[config.mk]
export PLATFORM = sky130hd
export DESIGN_NAME = esme_mac
export DESIGN_NICKNAME = d
export VERILOG_FILES = /design/src/sv/esme_pkg.sv /design/src/sv/esme_mac.sv
export SDC_FILE = /design/constraint.sdc
export NUM_CORES = 2
export LEC_CHECK = 0
export CORE_UTILIZATION = 60
export CTS_CLUSTER_DIAMETER = 100
export DETAILED_ROUTE_END_ITERATION = 16
export DONT_BUFFER_PORTS = 1
export PLACE_DENSITY = 0.84
export SYNTH_ARGS = -nofsm -noshare
export SYNTH_HDL_FRONTEND = slang
export SYNTH_SLANG_ARGS = --single-unit
[constraint.sdc]
create_clock -name i_clk -period 21.5 [get_ports i_clk]
set_clock_uncertainty 0.2 [all_clocks]
set_input_delay 3.225 -clock i_clk [delete_from_list [all_inputs] [get_ports i_clk]]
set_output_delay 3.225 -clock i_clk [all_outputs]
set_load 0.02 [all_outputs]
[src/sv/esme_pkg.sv]
// Shared types and constants for the ELLPACK sparse matrix engine.
// No dependencies.
package esme_pkg;

    localparam int VEC_DEPTH = 1024;
    localparam int VAL_W     = 32;
    localparam int COL_W     = 11;
    localparam int SLOT_W    = COL_W + VAL_W;
    localparam int TERM_W    = 48;

    localparam logic [COL_W-1:0] COL_EMPTY = 11'h7FF;

    localparam logic [2:0] REQ_INSERT = 3'd0;
    localparam logic [2:0] REQ_ADD    = 3'd1;
    localparam logic [2:0] REQ_GET    = 3'd2;
    localparam logic [2:0] REQ_CLEAR  = 3'd3;
    localparam logic [2:0] REQ_VWRITE = 3'd4;
    localparam logic [2:0] REQ_MUL    = 3'd5;

    localparam logic [1:0] ST_OK      = 2'd0;
    localparam logic [1:0] ST_FULL    = 2'd1;
    localparam logic [1:0] ST_MISSING = 2'd2;
    localparam logic [1:0] ST_RANGE   = 2'd3;

    typedef enum logic [2:0] {
        S_INIT,
        S_IDLE,
        S_RD,
        S_CHK,
        S_VWAIT,
        S_ACC,
        S_CLR_ROW,
        S_DONE
    } t_state;

    typedef struct packed {
        logic clear;
        logic mul_en;
        logic acc_en;
    } t_mac_ctl;

endpackage

[src/sv/esme_mac.sv]
// Multiply, round to Q16.16, accumulate and saturate for row products.
// Depends on esme_pkg.
module esme_mac #(
    parameter int ACC_W = 52
) (
    input  logic                      i_clk,
    input  esme_pkg::t_mac_ctl        i_ctl,
    input  logic signed [31:0]        i_a,
    input  logic signed [31:0]        i_b,
    output logic signed [31:0]        o_sum
);
    import esme_pkg::*;

    logic signed [63:0]       r_prod;
    logic signed [ACC_W-1:0]  r_acc;
    logic signed [63:0]       rnd;
    logic [TERM_W-1:0]        term;
    logic                     hi_ones;
    logic                     hi_zero;

    assign rnd  = r_prod + 64'sd32768;
    assign term = rnd[63:16];

    always_ff @(posedge i_clk) begin
        if (i_ctl.mul_en) begin
            r_prod <= i_a * i_b;
        end
        if (i_ctl.clear) begin
            r_acc <= '0;
        end else if (i_ctl.acc_en) begin
            r_acc <= r_acc + {{(ACC_W-TERM_W){term[TERM_W-1]}}, term};
        end
    end

    assign hi_ones = &r_acc[ACC_W-1:31];
    assign hi_zero = ~|r_acc[ACC_W-1:31];

    always_comb begin
        if (hi_ones || hi_zero) begin
            o_sum = r_acc[31:0];
        end else if (r_acc[ACC_W-1]) begin
            o_sum = 32'sh8000_0000;
        end else begin
            o_sum = 32'sh7FFF_FFFF;
        end
    end
endmodule

# Word-level counts from Yosys, hierarchy flattened
# Cells that the tools add are included.
# word_totals
reg_bits	116
output_inout_bits	32
# op_classes
n_reduce_logical	4
n_mux	2
addsub	2
n_mul	1
# ops
op	count
adder 64 x 17 -> 64 bit, second input constant	1
multiplier 32 x 32 -> 64 bit	1
2-to-1 mux 32 bit	2
adder 52 bit	1
AND reduction 21 bit	1
OR reduction 21 bit	1
logical NOT 1 bit	1
logical OR 1 bit	1

# Logic depth before layout (Yosys ltp)
# depth
word_depth	4
depth_mapped	29
mapped_depth_nobuf	28

# Worst setup path before layout
# No wires, ideal clock.
# synth_path
path_kind	input to register
start	input port i_b[2]
end	register r_prod[62], data pin
arrival_time_ns	10.665
path_stages	26
path_slack_ns	10.371
path_buffers	1
path_cell_list	clkbuf_1 -> nand2_1 -> inv_1 -> fa_1 -> fa_1 -> fa_1 -> fa_1 -> inv_1 -> fa_1 -> inv_1 -> fa_1 -> inv_1 -> fa_1 -> inv_1 -> fa_1 -> ha_1 -> a21oi_1 -> o21bai_1 -> a21oi_1 -> o21ai_0 -> a31oi_1 -> or3b_2 -> a211o_1 -> and3_1 -> o21ai_0 -> a21oi_1
# synth_between
elab_chain_len	1
# synth_rtl
item	line_no	text
from (decl)	esme_mac.sv:9	input logic signed [31:0] i_b,
multiplier 32 x 32 -> 64 bit	esme_mac.sv:26	r_prod <= i_a * i_b;
to (signal assigned)	esme_mac.sv:26	
to (decl)	esme_mac.sv:14	logic signed [63:0] r_prod;
# Every way passes these cells.
# A chain may end at the register's enable or synchronous reset.

# Worst setup path after layout
# layout_path
start	input port i_a[31]
end	register r_prod[62], data pin
# layout_between
elab_chain_len	1
# layout_rtl
item	line_no	text
from (decl)	esme_mac.sv:8	input logic signed [31:0] i_a,
multiplier 32 x 32 -> 64 bit	esme_mac.sv:26	
# Every way passes these cells.

==> impl_metrics.csv <==
group,metric,value,unit
floorplanning,die_y,269.0,um
global_route,grt_max_degree,65,
global_route,grt_pass1_wl,171900,um
sta,maxSlewHeadroom,0.2822,
floorplanning,start_util,0.6086,
synthesis,synth-xor-area-share,0.03134,
finish,seqCellArea,0.002512,mm2
floorplanning,coreArea,0.07027,mm2
min_path,hp-start,"r_acc[17]",
clock_tree,insertion_delay,370,ps
clock_tree,post-cts-setup-buffers,0,
setup_path,worstSetupEndpointType,"register",
routing,vias,30080,
floorplanning,fp.dieW,269.0,um
setup_path,worst-setup-path-type,"in2reg",
synthesis,synth_top_area_cell,"fa_1",
floorplanning,die-area,0.07235,mm2
run,cap_violations,0,
routing,initialDrtViolationCount,2638,
synthesis,yosys.area.top_type_share,0.5065,
min_path,hold_end,"r_acc[17]",
routing,drt-pass1-iter-count,7,
setup_path,ff2ff_path_depth,20,
min_path,hold_path.class,"reg2reg",
routing,drc,0,
placed_design,io_buffers,0,
setup_path,r2r_slack,16020,ps
synthesis,avgSynthCellArea,9.378,um2
setup_path,reg2reg_to,"r_acc[49]",
synthesis,syn_nets,5942,
clock_tree,cts_resized,0,
setup_path,crit_arrival,11240,ps
clock_tree,cts-htree-levels,3,
setup_path,cp.required,21420,ps
placed_design,dp.cells,5264,
min_path,worstHoldPathCells,2,
finish,stdcell_area,0.04336,mm2
clock_tree,cts_tree,"built",
status,status,"complete, no violations",
finish,final_cell_count_no_fill,5280,
synthesis,yosysSeqAreaShare,0.05875,
clock_tree,ctsLongestPathBuffers,2,
routing,final_antenna_net_count,0,
routing,totalWireLength,105700,um
global_route,grt_usage,0.3082,
finish,nNetsFinal,5717,
clock_tree,clock-sinks,101,
sta,rsz0062_at_grt,"no",
clock_tree,hold_buffers,0,
finish,fillers,5521,
routing,viasPerCell,5.696,
global_route,use_met2,0.4802,
synthesis,muxShareOfSynthArea,0.009714,
synthesis,synthMostInstantiatedCell,"fa_1",
sta,hold_viol,0,
synthesis,synthesis.area,0.04276,mm2
setup_path,start_kind,"input port",
global_route,top_usage_layer,"met2",
global_route,grt_antenna_before_repair,1,
floorplanning,ios,100,
sta,worst_pin_slew,1076,ps
synthesis,synth-main-ff-cell,"dfxtp_1",
global_route,grt_pass1_vias,32620,
sta,max_freq,88.27,MHz
sta,tns,0,ps
synthesis,yosysUniqueCellTypes,83,
global_route,gr-usage-met3,0.1201,
sta,fin_ws,10170,ps
global_route,grt_overflow,0,
clock_tree,clk_pin_slew,60,ps
synthesis,synth_edf_count,49,
clock_tree,numCtsBuffers,9,
placed_design,dpl-instance-area,0.04306,mm2
placed_design,hpwlAfterDp,86470,um
synthesis,yosys_warnings,0,
sta,min_period,11330,ps
clock_tree,cts_root_buf,"clkbuf_16",
placed_design,gp_congestion,0.9573,
synthesis,yosys.area_share.adder,0.5744,
synthesis,synth_top_family_by_area,"adder cells",
sta,finalSetupViolCount,0,
sta,drv_slew,0,
routing,routedWlPerCell,20.01,um
floorplanning,row_count,97,
global_route,grtUsageMet1,0.4063,
synthesis,synth_cells,4560,
synthesis,ys_top_cells_by_area,"fa_1 (51%), inv_1 (8.6%), and2_1 (7.6%)",
finish,diodes,0,
synthesis,yosys.area_share.simple,0.1631,
synthesis,ys_ff_latch,101,
synthesis,yosys-top-cells-count,"fa_1 (1,082), inv_1 (976), nand2_1 (561), and2_1 (517), clkbuf_1 (234)",
finish,multi_input_area,0.03570,mm2
synthesis,async_flop_share,0,
sta,post-route-period-util,0.5269,
setup_path,critical_path.max_fanout,32,
finish,drive_gt1_frac,0.01313,
synthesis,synth_compound_area_frac,0.05585,
finish,areaGrowthSynthToFinish,1.398,%
placed_design,place_worst_setup_slack,9802,ps
setup_path,reg2reg_from,"r_prod[18]",
==> area by class of cell <==
type | instances | area share
Inverter | 976 | 0.08449
Sequential cell | 101 | 0.05794
Timing Repair Buffer | 3 | 0.0005194
Clock inverter | 5 | 0.001154
Tap cell | 940 | 0.02712
Clock buffer | 11 | 0.005598
Multi-Input combinational cell | 3244 | 0.8232
==> placed cells by master (no fill, tap or decap), types with 39 or more instances in the layout <==
master	instances
fa_1	1082
inv_1	976
nand2_1	561
and2_1	517
ha_1	232
nor2_1	122
a21oi_1	100
xnor2_1	95
a21o_1	95
xor2_1	58
dfxtp_1	52
edfxtp_1	49
nand3_1	43
mux2i_1	40
o21ai_0	39
==> critical path, cell delays in order <==
cell and delay [ps]:
nand2_1 80, inv_1 90, fa_1 600, fa_1 460, fa_1 890, fa_1 800, inv_1 480, fa_1 640
inv_1 60, fa_1 530, inv_1 50, fa_1 480, inv_1 50, fa_1 470, ha_1 380, a21oi_1 190
o21bai_1 80, a21oi_1 160, o21ai_0 110, a31oi_1 210, or3b_2 460, a211o_1 280, and3_1 200, o21ai_0 140
a21oi_1 80
==> cells by family after synthesis <==
kind of cell | Yosys count
multiplexers | 41
buffers and inverters | 1215
adder cells (fa/ha/maj) | 1314
XOR/XNOR | 153
AND/OR/NAND/NOR | 1386
flip-flops | 101
AO/OA/AOI/OAI | 350
==> worst max-delay path by stage <==
stage                 start  slack [ps]          to
floorplan            i_b[2]       10370  r_prod[62]
global placement     i_b[2]        9930  r_prod[62]
detailed placement   i_b[2]        9800  r_prod[62]
CTS                  i_b[2]       10190  r_prod[62]
global route        i_a[31]        9670  r_prod[62]
finish              i_a[31]       10170  r_prod[62]
==> stage by stage <==
stage	util	hold slack, ps
floorplan	-	279.7
global placement	0.6128	295.3
detailed placement	0.6128	306.8
CTS	0.6170	317.2
global route	0.6171	337.2
finish	0.6171	315.9
==> state kept, by name (all words and copies together), names as in the netlist <==
register	flops
r_acc	52
r_prod	49
==> metal layers <==
layer,up-vias,share of wire
met4,0,0.023
li1,13050,-
met2,1544,0.45
met3,221,0.14
met5,-,0
met1,15260,0.39
Power is not shown: default switching activity piles up to over one toggle a cycle in this logic, so the estimate is an artifact.
